==> config.mk <==
export PLATFORM = sky130hd
export DESIGN_NAME = command_line_tokenizer_unit_flat
export DESIGN_NICKNAME = d
export VERILOG_FILES = /design/src/rtl/clt_pkg.sv /design/src/rtl/clt_ifs.sv /design/src/rtl/command_line_tokenizer_unit.sv /design/src/flat_wrapper.sv
export SDC_FILE = /design/constraint.sdc
export NUM_CORES = 1
export LEC_CHECK = 0
export BUFFER_PORTS_ARGS = -buffer_cell sky130_fd_sc_hd__buf_4
export CAP_MARGIN = 20
export CORE_MARGIN = 8
export CORE_UTILIZATION = 57
export DETAILED_ROUTE_END_ITERATION = 7
export PLACE_DENSITY = 0.8
export SYNTH_ARGS = -nofsm -noshare
export SYNTH_HDL_FRONTEND = slang
export SYNTH_SLANG_ARGS = --single-unit
export TNS_END_PERCENT = 5
==> constraint.sdc <==
create_clock -name clk -period 4.5 [get_ports clk]
set_input_delay 0.675 -clock clk [delete_from_list [all_inputs] [get_ports clk]]
set_output_delay 0.675 -clock clk [all_outputs]
set_load 0.03 [all_outputs]
==> src/rtl/clt_pkg.sv <==
`timescale 1ns / 1ps
// ----------------------------------------------------------------------------
// clt_pkg
// shared types and constants of the command line tokenizer
// ----------------------------------------------------------------------------
package clt_pkg;

  // result kinds
  localparam logic [1:0] KIND_BYTE = 2'd0;
  localparam logic [1:0] KIND_END  = 2'd1;
  localparam logic [1:0] KIND_LINE = 2'd2;

  // special characters
  localparam logic [7:0] CH_NUL    = 8'h00;
  localparam logic [7:0] CH_SPACE  = 8'h20;
  localparam logic [7:0] CH_BSLASH = 8'h5C;
  localparam logic [7:0] CH_SQUOTE = 8'h27;
  localparam logic [7:0] CH_DQUOTE = 8'h22;

  localparam logic [7:0] MAX_TOKENS_RST = 8'd16;

  typedef struct packed {
    logic [1:0] kind;
    logic [7:0] out_byte;
    logic [7:0] token_index;
    logic [7:0] token_total;
    logic       unterminated;
    logic       last;
  } result_t;

endpackage

==> src/rtl/clt_ifs.sv <==
`timescale 1ns / 1ps
// ----------------------------------------------------------------------------
// clt channel interfaces
// valid/ready channels for the input bytes, the results and the register
// ----------------------------------------------------------------------------
interface clt_in_if;
  logic       valid;
  logic       ready;
  logic [7:0] ch;

  modport source (output valid, output ch, input ready);
  modport sink   (input valid, input ch, output ready);
endinterface

interface clt_out_if;
  logic       valid;
  logic       ready;
  logic [1:0] kind;
  logic [7:0] out_byte;
  logic [7:0] token_index;
  logic [7:0] token_total;
  logic       unterminated;
  logic       last;

  modport source (output valid, output kind, output out_byte, output token_index,
                  output token_total, output unterminated, output last, input ready);
  modport sink   (input valid, input kind, input out_byte, input token_index,
                  input token_total, input unterminated, input last, output ready);
endinterface

interface clt_cfg_if;
  logic       valid;
  logic       ready;
  logic [7:0] max_tokens;

  modport source (output valid, output max_tokens, input ready);
  modport sink   (input valid, input max_tokens, output ready);
endinterface

==> src/rtl/command_line_tokenizer_unit.sv <==
`timescale 1ns / 1ps
// ----------------------------------------------------------------------------
// command_line_tokenizer_unit
// splits a zero-terminated command line into shell-style arguments, one
// byte per request, emitting argument bytes, argument ends and a line summary
// ----------------------------------------------------------------------------
//
// channel   dir  payload                                      request when
// in_chan   in   ch                                           valid & ready
// out_chan  out  kind, out_byte, token_index, token_total,    valid & ready
//                unterminated, last
// cfg_chan  in   max_tokens                                   valid & ready
//
// one input byte is taken per cycle; its results are written into the result
// queue at the accepting edge and the head shows on out_chan the cycle after
// the end of line byte may push two results (argument end, line summary), so
// in_chan.ready is high while the queue has at least two free slots
// with out_chan always ready each two-result end of line leaves one extra
// entry and each byte that pushes nothing drains one; input stalls only while
// three entries wait, and output stalls fill the queue and stop input
// rst_n is synchronous: parser state cleared, queue emptied, max_tokens = 16
// cfg_chan is always ready and takes effect on the next input byte
// ----------------------------------------------------------------------------
module command_line_tokenizer_unit #(
  parameter int OUT_DEPTH = 4
) (
  input  logic         clk,
  input  logic         rst_n,
  clt_in_if.sink       in_chan,
  clt_out_if.source    out_chan,
  clt_cfg_if.sink      cfg_chan
);

  localparam int PTR_W = (OUT_DEPTH > 1) ? $clog2(OUT_DEPTH) : 1;
  localparam int CNT_W = $clog2(OUT_DEPTH + 1);

  // configuration register
  logic [7:0] max_tokens_r;

  // parser state
  logic       in_token_r, in_token_nxt;
  logic       escape_r, escape_nxt;
  logic       in_quote_r, in_quote_nxt;
  logic       quote_dbl_r, quote_dbl_nxt;
  logic [7:0] tok_cnt_r, tok_cnt_nxt;

  // result queue
  clt_pkg::result_t mem_r [OUT_DEPTH];
  logic [PTR_W-1:0] head_r, tail_r, tail_p1;
  logic [CNT_W-1:0] count_r;

  // per-byte results
  clt_pkg::result_t res0, res1;
  logic [1:0]       push_n;
  logic             accept, pop, active;
  logic [7:0]       ch;

  function automatic logic [PTR_W-1:0] ptr_inc(input logic [PTR_W-1:0] p);
    if (p == PTR_W'(OUT_DEPTH - 1)) begin
      return '0;
    end
    return p + PTR_W'(1);
  endfunction

  assign ch     = in_chan.ch;
  assign accept = in_chan.valid && in_chan.ready;
  assign pop    = out_chan.valid && out_chan.ready;
  assign active = tok_cnt_r < max_tokens_r;

  // room for the two results of an end of line
  assign in_chan.ready  = count_r <= CNT_W'(OUT_DEPTH - 2);
  assign cfg_chan.ready = 1'b1;

  // ---------------------------------------------------------------------------
  // byte parser: all decisions for one byte in one pass
  // ---------------------------------------------------------------------------
  always_comb begin
    in_token_nxt  = in_token_r;
    escape_nxt    = escape_r;
    in_quote_nxt  = in_quote_r;
    quote_dbl_nxt = quote_dbl_r;
    tok_cnt_nxt   = tok_cnt_r;
    res0          = '0;
    res1          = '0;
    push_n        = 2'd0;

    if (ch == clt_pkg::CH_NUL) begin
      // end of line: close a clean argument, report, clear the line
      res1.kind = clt_pkg::KIND_LINE;
      res1.last = 1'b1;
      if (active && (escape_r || in_quote_r)) begin
        // open quote or pending escape drops the argument
        res1.unterminated = 1'b1;
      end
      if (active && in_token_r && !escape_r && !in_quote_r) begin
        res0.kind        = clt_pkg::KIND_END;
        res0.token_index = tok_cnt_r;
        res1.token_total = tok_cnt_r + 8'd1;
        push_n           = 2'd2;
      end else begin
        res1.token_total = tok_cnt_r;
        res0             = res1;
        push_n           = 2'd1;
      end
      in_token_nxt  = 1'b0;
      escape_nxt    = 1'b0;
      in_quote_nxt  = 1'b0;
      quote_dbl_nxt = 1'b0;
      tok_cnt_nxt   = '0;
    end else if (active) begin
      // byte result template, used where a byte goes out
      res0.kind        = clt_pkg::KIND_BYTE;
      res0.out_byte    = ch;
      res0.token_index = tok_cnt_r;
      res0.last        = 1'b1;
      if (escape_r) begin
        escape_nxt = 1'b0;
        push_n     = 2'd1;
      end else if (in_quote_r) begin
        if (ch == (quote_dbl_r ? clt_pkg::CH_DQUOTE : clt_pkg::CH_SQUOTE)) begin
          in_quote_nxt = 1'b0;
        end else begin
          push_n = 2'd1;
        end
      end else if (ch == clt_pkg::CH_BSLASH) begin
        escape_nxt   = 1'b1;
        in_token_nxt = 1'b1;
      end else if (ch == clt_pkg::CH_SPACE) begin
        // only the first space after an argument ends it
        if (in_token_r) begin
          res0.kind     = clt_pkg::KIND_END;
          res0.out_byte = '0;
          push_n        = 2'd1;
          tok_cnt_nxt   = tok_cnt_r + 8'd1;
          in_token_nxt  = 1'b0;
        end
      end else if (ch == clt_pkg::CH_SQUOTE || ch == clt_pkg::CH_DQUOTE) begin
        in_quote_nxt  = 1'b1;
        quote_dbl_nxt = (ch == clt_pkg::CH_DQUOTE);
        in_token_nxt  = 1'b1;
      end else begin
        in_token_nxt = 1'b1;
        push_n       = 2'd1;
      end
    end
  end

  // ---------------------------------------------------------------------------
  // state and configuration registers
  // ---------------------------------------------------------------------------
  always_ff @(posedge clk) begin
    if (!rst_n) begin
      max_tokens_r <= clt_pkg::MAX_TOKENS_RST;
      in_token_r   <= 1'b0;
      escape_r     <= 1'b0;
      in_quote_r   <= 1'b0;
      quote_dbl_r  <= 1'b0;
      tok_cnt_r    <= '0;
    end else begin
      if (cfg_chan.valid) begin
        max_tokens_r <= cfg_chan.max_tokens;
      end
      if (accept) begin
        in_token_r  <= in_token_nxt;
        escape_r    <= escape_nxt;
        in_quote_r  <= in_quote_nxt;
        quote_dbl_r <= quote_dbl_nxt;
        tok_cnt_r   <= tok_cnt_nxt;
      end
    end
  end

  // ---------------------------------------------------------------------------
  // result queue: up to two writes, one read per cycle
  // ---------------------------------------------------------------------------
  logic [1:0] push_eff;

  assign tail_p1  = ptr_inc(tail_r);
  assign push_eff = accept ? push_n : 2'd0;

  always_ff @(posedge clk) begin
    if (push_eff != 2'd0) begin
      mem_r[tail_r] <= res0;
    end
    if (push_eff == 2'd2) begin
      mem_r[tail_p1] <= res1;
    end
  end

  always_ff @(posedge clk) begin
    if (!rst_n) begin
      head_r  <= '0;
      tail_r  <= '0;
      count_r <= '0;
    end else begin
      if (pop) begin
        head_r <= ptr_inc(head_r);
      end
      if (push_eff == 2'd1) begin
        tail_r <= tail_p1;
      end else if (push_eff == 2'd2) begin
        tail_r <= ptr_inc(tail_p1);
      end
      count_r <= count_r + CNT_W'(push_eff) - CNT_W'(pop);
    end
  end

  assign out_chan.valid        = count_r != '0;
  assign out_chan.kind         = mem_r[head_r].kind;
  assign out_chan.out_byte     = mem_r[head_r].out_byte;
  assign out_chan.token_index  = mem_r[head_r].token_index;
  assign out_chan.token_total  = mem_r[head_r].token_total;
  assign out_chan.unterminated = mem_r[head_r].unterminated;
  assign out_chan.last         = mem_r[head_r].last;

endmodule
==> src/flat_wrapper.sv <==
// flat-port wrapper written by rule: the top's interface ports become plain ports
module command_line_tokenizer_unit_flat 
#(
  parameter int OUT_DEPTH = 4
)
  (clk, rst_n, in_chan_valid, in_chan_ch, in_chan_ready, out_chan_valid, out_chan_kind, out_chan_out_byte, out_chan_token_index, out_chan_token_total, out_chan_unterminated, out_chan_last, out_chan_ready, cfg_chan_valid, cfg_chan_max_tokens, cfg_chan_ready);
  clt_in_if in_chan_i ();
  clt_out_if out_chan_i ();
  clt_cfg_if cfg_chan_i ();
  input  logic clk;
  input  logic rst_n;
  input wire logic [$bits(in_chan_i.valid)-1:0] in_chan_valid;
  input wire logic [$bits(in_chan_i.ch)-1:0] in_chan_ch;
  output wire logic [$bits(in_chan_i.ready)-1:0] in_chan_ready;
  output wire logic [$bits(out_chan_i.valid)-1:0] out_chan_valid;
  output wire logic [$bits(out_chan_i.kind)-1:0] out_chan_kind;
  output wire logic [$bits(out_chan_i.out_byte)-1:0] out_chan_out_byte;
  output wire logic [$bits(out_chan_i.token_index)-1:0] out_chan_token_index;
  output wire logic [$bits(out_chan_i.token_total)-1:0] out_chan_token_total;
  output wire logic [$bits(out_chan_i.unterminated)-1:0] out_chan_unterminated;
  output wire logic [$bits(out_chan_i.last)-1:0] out_chan_last;
  input wire logic [$bits(out_chan_i.ready)-1:0] out_chan_ready;
  input wire logic [$bits(cfg_chan_i.valid)-1:0] cfg_chan_valid;
  input wire logic [$bits(cfg_chan_i.max_tokens)-1:0] cfg_chan_max_tokens;
  output wire logic [$bits(cfg_chan_i.ready)-1:0] cfg_chan_ready;
  assign in_chan_i.valid = in_chan_valid;
  assign in_chan_i.ch = in_chan_ch;
  assign in_chan_ready = in_chan_i.ready;
  assign out_chan_valid = out_chan_i.valid;
  assign out_chan_kind = out_chan_i.kind;
  assign out_chan_out_byte = out_chan_i.out_byte;
  assign out_chan_token_index = out_chan_i.token_index;
  assign out_chan_token_total = out_chan_i.token_total;
  assign out_chan_unterminated = out_chan_i.unterminated;
  assign out_chan_last = out_chan_i.last;
  assign out_chan_i.ready = out_chan_ready;
  assign cfg_chan_i.valid = cfg_chan_valid;
  assign cfg_chan_i.max_tokens = cfg_chan_max_tokens;
  assign cfg_chan_ready = cfg_chan_i.ready;
  command_line_tokenizer_unit #(.OUT_DEPTH(OUT_DEPTH)) u_core (.clk(clk), .rst_n(rst_n), .in_chan(in_chan_i), .out_chan(out_chan_i), .cfg_chan(cfg_chan_i));
endmodule
Yosys cells after proc, flatten, opt, wreduce, memory -nomap -nowiden
Memory sizes are Yosys's and may differ from the RTL's. A register that Yosys moved wholly into a read port is not among the register bits.
Cells that the tools add are included.
{"block": "totals", "ram_bits": 112, "register_bits": 27, "mem_count": 1, "word_cells": 139}
{"block": "classes", "reduce_logical": 23, "add_sub_neg": 6, "muxes": 84, "n_eq_ne": 14, "order_cmp": 2}
{"memory": "u_core.mem_r", "words": 4, "width": 28, "rd": 1, "rd_ports_with_merged_regs": 1, "write_ports": 2, "line": "command_line_tokenizer_unit.sv:48", "source": "clt_pkg::result_t mem_r [OUT_DEPTH];"}
{"op": "$mux 8", "n": 9}
{"op": "$mux 10", "n": 6}
{"op": "$mux 1", "n": 44}
{"op": "$mux 2", "n": 20}
{"op": "$mux 18", "n": 2}
{"op": "$eq 8x6->1 const B", "n": 3}
{"op": "$mux 9", "n": 2}
{"op": "$reduce_and 7->1", "n": 2}
{"op": "$reduce_bool 2->1", "n": 6}
{"op": "$add 8x1->8 const B", "n": 1}
{"op": "$eq 2x2->1 const B", "n": 4}
{"op": "$eq 8x7->1 const B", "n": 1}
{"op": "$eq 8x8->1", "n": 1}
{"op": "$logic_not 8->1", "n": 1}
{"op": "$lt 8x8->1", "n": 1}
{"op": "$add 2x1->2 const B", "n": 3}
{"op": "$logic_and 1x1->1", "n": 6}
{"op": "$ne 2x1->1 const B", "n": 2}
{"op": "$ne 2x2->1 const B", "n": 2}
{"op": "$reduce_and 4->1", "n": 1}
{"op": "$add 3x2->3", "n": 1}
{"op": "$le 3x2->1 const B", "n": 1}
{"op": "$mux 3", "n": 1}
{"op": "$reduce_and 3->1", "n": 1}
{"op": "other kinds (6)", "n": 8}

Logic depth before layout (Yosys ltp)
Gate-level depths: netlist of the first run.
{"block": "logic_depth", "ltp_word": 17, "mapped_depth": 15}

Worst setup path after synthesis of the first run
OpenSTA, ideal clock, no wires.
{"block": "synth_timing", "path_type": "input to register", "startpoint": "in in_chan_ch[3]", "endpoint": "mem u_core.mem_r[1][5] (netlist name) (data pin)", "setup_time_ns": 0.270, "path_stages": 13, "path_slack_ns": 0.540, "path_buffers": 3, "arrival_time_ns": 3.690, "path_cell_list": "clkbuf_1 > nor4_2 > and2_1 > clkbuf_1 > buf_1 > nand2_1 > a21o_1 > ha_1 > and2_0 > nor2_1 > inv_1 > nand3_1 > a31oi_1"}
{"element": "start, declared", "line": "flat_wrapper.sv:13", "source": "input wire logic [$bits(in_chan_i.ch)-1:0] in_chan_ch;"}
{"element": "end, declared", "line": "command_line_tokenizer_unit.sv:48"}

==> impl_metrics.toml, run 1 <==
[status]
status = "finished, final reports clean"

[die]
io_pins = 52
initial_utilization_pct = 58.6
core_area_um2 = 12100
die_h_um = 127
core.rowCount = 40
fp.dieW_um = 127
dieArea_um2 = 16200

[synthesis]
syn_inst = 669
ys.flop_type = "dfxtp_1"
synth_area_per_cell_um2 = 10.6
synth_top_area_cell = "dfxtp_1"
yosysUniqueCellTypes = 63
synth_enable_flop_cells = 44
ys.warnings.count = 0
synth_nets = 713
async_flop_share_pct = 0
ys_ff_latch = 141
synth_area_leaders = "dfxtp_1, edfxtp_1, mux4_2"
ys_seq_area_share_pct = 46.2
yosysTopAreaCellShare_pct = 27.5
synth_area_um2 = 7070

[placement]
placed_area_um2 = 7660
io_buffers = 50
hpwlAfterDp_mm = 13.1
globalplace.congestion = 0.898

[power]
irDropWorstVdd_v = 0.000392
power_frac_comb_pct = 28.4
swShare_pct = 31.7
seqPwrFrac_pct = 37.7
clkPwrFrac_pct = 33.9
p_switching_mw = 1.40
powerDensity_nw_per_um2 = 531
cell_internal_pwr_mw = 3.02
power_leakage_nw = 2.93

[critical_path]
crit_start = "u_core.tok_cnt_r[3]$_SDFFE_PN0P_"
reg2reg_from = "u_core.tok_cnt_r[3]$_SDFFE_PN0P_"
critPathKind = "reg -> reg"
required_ns = 4.71
cp-start-kind = "flip-flop"
cp.arrival_ns = 4.36
cp-end-kind = "flip-flop"
cp_max_fo = 35

[sta]
maxSlewViolCount = 0
setup_viol = 0
period_share_pct = 92.1
slew_headroom_pct = 37.4
period_needed_ns = 4.15
worst_slew_pin_slew_ns = 0.934
rsz0062_at_grt = "no"
finalClockSkew_ns = 0.00889
hold_viol = 0
max_freq_ghz = 0.241
tns_ns = 0

[finish]
fill_cells = 872
antennaDiodeCount = 0
nNetsFinal = 756
layout_commonest_cell = "dfxtp_1"
area_growth_pct = 17.9
layout-drive-gt1-share_pct = 20.6
final_cell_mix = "dfxtp_1, buf_4, a32o_1, nand3_1, edfxtp_1"
design_area_um2 = 8330

[global_route]
grt_pass1_vias = 5772
antenna_found_initial = 0
grt_use_total_pct = 24.4
grt_max_degree = 45
overflow = 0
grt_pass1_wl_mm = 30.9

[clocking]
clock-sinks = 141
cts_buffers = 17
cts_root_buf = "clkbuf_16"
cts_tree = "yes"
postCtsSetupRepairBufs = 0
htreeDepth = 4
cts.reportedPaths.clkPinSlew_ns = 0.06
clk_latency_ns = 0.43
cts_buffer_depth = 2
ctsHoldBuffers = 0
postCtsResizedCells = 0

[routing]
drt-vias-per-instance = 6.78
num_vias = 6059
dr.pass1.iters = 5
wl_mm = 19.8
post-route-drc-count = 0
post_drt_wl_per_cell_um = 22.2
ant_nets = 0
drtIter0Drc = 834

[worst_hold_path]
hold_class = "reg -> reg"
holdCritStartpoint = "u_core.mem_r[2][24]$_SDFFE_PP0N_"

[job]
cap_violations = 0
-- area by class of cell --
type / instances / area [µm²] / share of cell area (%)
clock buffers: 20 / 447 / 5.36
clock inverters: 12 / 185 / 2.22
inverters: 25 / 93.8 / 1.13
multi-input cells: 446 / 3500 / 42.0
flip-flops and latches: 141 / 3260 / 39.2
well taps: 168 / 210 / 2.52
repair buffers: 81 / 636 / 7.63
-- synth_stat cells (all sizes together) (9+ instances only) --
| cell | number |
|---|---|
| a21oi | 40 |
| nand3 | 52 |
| nor2b | 17 |
| mux4 | 28 |
| dfxtp | 97 |
| nor4 | 9 |
| nor3 | 9 |
| ha | 22 |
| nand2 | 38 |
| clkbuf | 50 |
| nand4 | 19 |
| a31oi | 13 |
| edfxtp | 44 |
| nor2 | 23 |
| a32o | 56 |
| inv | 25 |
| o21ai | 12 |
| o211ai | 12 |
-- flip-flops by register name, summed over array words and instances (netlist names), named ones only --
name and count:
u_core.count_r 3, u_core.tail_r 2, u_core.max_tokens_r 8, u_core.quote_dbl_r 1, u_core.in_quote_r 1, u_core.mem_r 112
u_core.tok_cnt_r 8, u_core.head_r 2, u_core.in_token_r 1, u_core.escape_r 1
-- per-layer routing --
layer | global-route usage (%) | wire length (µm) | vias up
li1 | - | - | 2713
met1 | 30.7 | 7760 | 2960
met2 | 40.7 | 9790 | 337
met3 | 4.66 | 1780 | 49
met4 | 9.45 | 497 | 0
met5 | 0 | 0 | -
-- cells by family after synthesis --
logic type	synth area share, %
AO/OA/AOI/OAI	18.6
XOR/XNOR	0.620
adder cells (fa/ha/maj)	4.18
buffers and inverters	4.44
flip-flops	46.2
multiplexers	10.1
other	0.0531
AND/OR/NAND/NOR	15.9
-- final timing paths --
check                           slack, ns                          endpoint  depth (start not counted)
worst min register to register       0.46  u_core.mem_r[2][24]$_SDFFE_PP0N_                          1
worst min-delay path                 0.46  u_core.mem_r[2][24]$_SDFFE_PP0N_                          1
worst max-delay path                 0.35      u_core.mem_r[0][9]$_DFFE_PP_                         13
worst max register to register       0.35      u_core.mem_r[0][9]$_DFFE_PP_                         13
-- through the flow --
stage	total power, mW	hold slack, ns	worst slack, ns	std cells	utilization [%]
global placement	2.88	0.444	0.663	859	63.5
global route	4.60	0.481	0.121	893	69.1
CTS	4.42	0.463	0.471	891	68.7
detailed placement	2.92	0.450	0.518	859	63.5
finish	4.43	0.459	0.354	893	69.1
floorplan	2.51	0.433	0.540	669	-
-- power by group through the flow --
stage / registers, mW / clock network, mW / logic [mW]
after floorplan: 1.62 / 0 / 0.894
after global placement: 1.70 / 0 / 1.18
after detailed placement: 1.71 / 0 / 1.21
after CTS: 1.69 / 1.51 / 1.22
after global routing: 1.70 / 1.56 / 1.34
final: 1.67 / 1.50 / 1.26
-- critical path: stages (launching register included) --
cell	delay (ns)
dfxtp_1	0.78
ha_1	0.30
inv_1	0.05
a21oi_1	0.41
a211oi_4	0.13
inv_2	0.45
nand2_1	0.17
a21o_1	0.22
ha_1	0.30
nor2b_1	0.28
nor2_1	0.10
inv_1	0.31
nand3_1	0.13
a31oi_1	0.29
Power figures use the tool's default switching activity.
==> inputs of run 2 (changes only) <==
--- a/constraint.sdc
+++ b/constraint.sdc
@@ -3,2 +3,2 @@
 set_output_delay 0.675 -clock clk [all_outputs]
-set_load 0.03 [all_outputs]
+set_load 0.1 [all_outputs]
==> impl_metrics.toml, run 2 (synthesis gave the netlist of run 1 again) <==
[global_route]
antenna_found_initial = 0
grt_max_degree = 45
grt_pass1_vias = 5823
grt_use_total_pct = 24.0
grt_pass1_wl_mm = 30.6
overflow = 0

[finish]
layout-drive-gt1-share_pct = 20.5
area_growth_pct = 16.8
regMostFlops = "u_core.mem_r"
layout_commonest_cell = "dfxtp_1"
fill_cells = 892
largest_reg_flops = 112
design_area_um2 = 8250
antennaDiodeCount = 0
final_cell_mix = "dfxtp_1, buf_4, a32o_1, nand3_1, edfxtp_1"
nNetsFinal = 758
stdcell_count = 895
largest_registers = "u_core.mem_r x112, u_core.max_tokens_r x8, u_core.tok_cnt_r x8"

[critical_path]
reg2reg_slack_ns = 0.43
cp.arrival_ns = 4.30
cp-start-kind = "flip-flop"
required_ns = 4.73
cp_max_fo = 35
cpPeakStageDelay_ns = 0.75
rr_endpoint = "u_core.mem_r[3][9]$_DFFE_PP_"
crit_path_cell_trace = "ha_1, o21ai_0, a21oi_1, a211oi_4, inv_2, nand2_1, a21o_1, ha_1, nor2b_1, nor2_1, inv_1, nand3_1, a31oi_1"
crit_top_cell = "ha_1"
slowest_stage = "dfxtp_1"
crit_buf_inv = 2
cp_top_family = "compound AO/OA/AOI/OAI gates"
worst-path-stages = 13
cp-endpoint = "u_core.mem_r[3][9]$_DFFE_PP_"
reg2reg_from = "u_core.tok_cnt_r[3]$_SDFFE_PN0P_"
cp-end-kind = "flip-flop"
crit_start = "u_core.tok_cnt_r[3]$_SDFFE_PN0P_"
ff2ff_path_depth = 13
critPathKind = "reg -> reg"

[routing]
dr.pass1.iters = 6
wl_mm = 19.0
post-route-drc-count = 0
num_vias = 5992
ant_nets = 0
post_drt_wl_per_cell_um = 21.2
drt-vias-per-instance = 6.69
drtIter0Drc = 622

[clocking]
cts.reportedPaths.clkPinSlew_ns = 0.06
cts_tree = "yes"
htreeDepth = 4
postCtsSetupRepairBufs = 0
postCtsResizedCells = 0
cts_buffer_depth = 2
cts_buffers = 17
clock-sinks = 141
cts_root_buf = "clkbuf_16"
clk_latency_ns = 0.43
ctsHoldBuffers = 0

[die]
initial_utilization_pct = 58.6
dieArea_um2 = 16200
io_pins = 52
die_h_um = 127
core.rowCount = 40
fp.dieW_um = 127
core_area_um2 = 12100

[sta]
worst_slew_pin_slew_ns = 0.990
worst_slack_ns = 0.429
period_needed_ns = 4.07
period_share_pct = 90.5
slew_headroom_pct = 33.6
rsz0062_at_grt = "no"
max_freq_ghz = 0.246
tns_ns = 0
finalClockSkew_ns = 0.00701
hold_viol = 0
worst_hold_slack_ns = 0.458
setup_viol = 0
maxSlewViolCount = 0

[worst_hold_path]
holdCritStartpoint = "u_core.mem_r[2][23]$_SDFFE_PP0N_"
hold_class = "reg -> reg"

[status]
status = "finished, final reports clean"

[placement]
placed_area_um2 = 7670
io_buffers = 50
hpwlAfterDp_mm = 12.8
place_inst = 861
globalplace.congestion = 0.935
dpl_worst_slack_ns = 0.624

[job]
cap_violations = 0

[power]
powerDensity_nw_per_um2 = 579
irDropWorstVdd_v = 0.000471
power_leakage_nw = 2.90
==> run 2: cell count changes in the layout (fill, tap and decap cells not counted) <==
cell and delta:
inv_6 -2, buf_16 -1, clkinv_4 -1, buf_4 +2, bufinv_16 -3, clkinv_2 +4, clkinv_1 +2, buf_12 +1
==> run 2: power by group <==
part	total (mW)	switching (mW)	leakage, nW	internal, mW
Clock	1.29	0.525	0.257	0.766
Sequential	1.67	0.139	1.21	1.53
Combinational	1.82	1.27	1.43	0.546
==> run 2: stage by stage <==
| stage | util, % | power, mW |
|---|---|---|
| 2_1_floorplan | - | 3.09 |
| 3_3_place_gp | 63.6 | 3.46 |
| 3_5_place_dp | 63.6 | 3.50 |
| 4_1_cts | 68.1 | 4.78 |
| 5_1_grt | 68.4 | 4.95 |
| 6_report | 68.4 | 4.78 |
==> run 2: final cells by class <==
cell class | instances | area (µm²) | share of cell area, %
Multi-Input combinational cell | 446 | 3500 | 42.4
Clock inverter | 12 | 96.3 | 1.17
Clock buffer | 20 | 447 | 5.41
Timing Repair Buffer | 83 | 643 | 7.79
Inverter | 25 | 93.8 | 1.14
Sequential cell | 141 | 3260 | 39.6
Tap cell | 168 | 210 | 2.55
==> run 2: worst min path at each step <==
stage | end | depth (start not counted)
2_1_floorplan | u_core.mem_r[2][23]$_SDFFE_PP0N_ | 2
3_3_place_gp | u_core.mem_r[3][25]$_SDFFE_PP0N_ | 1
3_5_place_dp | u_core.mem_r[2][17]$_SDFFE_PP0N_ | 1
4_1_cts | u_core.max_tokens_r[4]$_SDFFE_PN1P_ | 3
5_1_grt | u_core.mem_r[2][23]$_SDFFE_PP0N_ | 2
6_report | u_core.mem_r[2][23]$_SDFFE_PP0N_ | 2
==> run 2: worst register-to-register path: cells and delay by family (launching register included) <==
family / cells / cell delay (ns)
AOI/OAI and AO/OA: 5 / 1.15
DFF: 1 / 0.75
buffers and inverters: 2 / 0.75
and+or+nand+nor: 4 / 0.67
adders and majority gates: 2 / 0.54
==> run 2: metal layers <==
layer	track usage [%]	wire, µm	vias up
li1	-	-	2715
met1	30.2	7660	2922
met2	39.1	9230	308
met3	5.03	1560	47
met4	10.9	552	0
met5	0	0	-
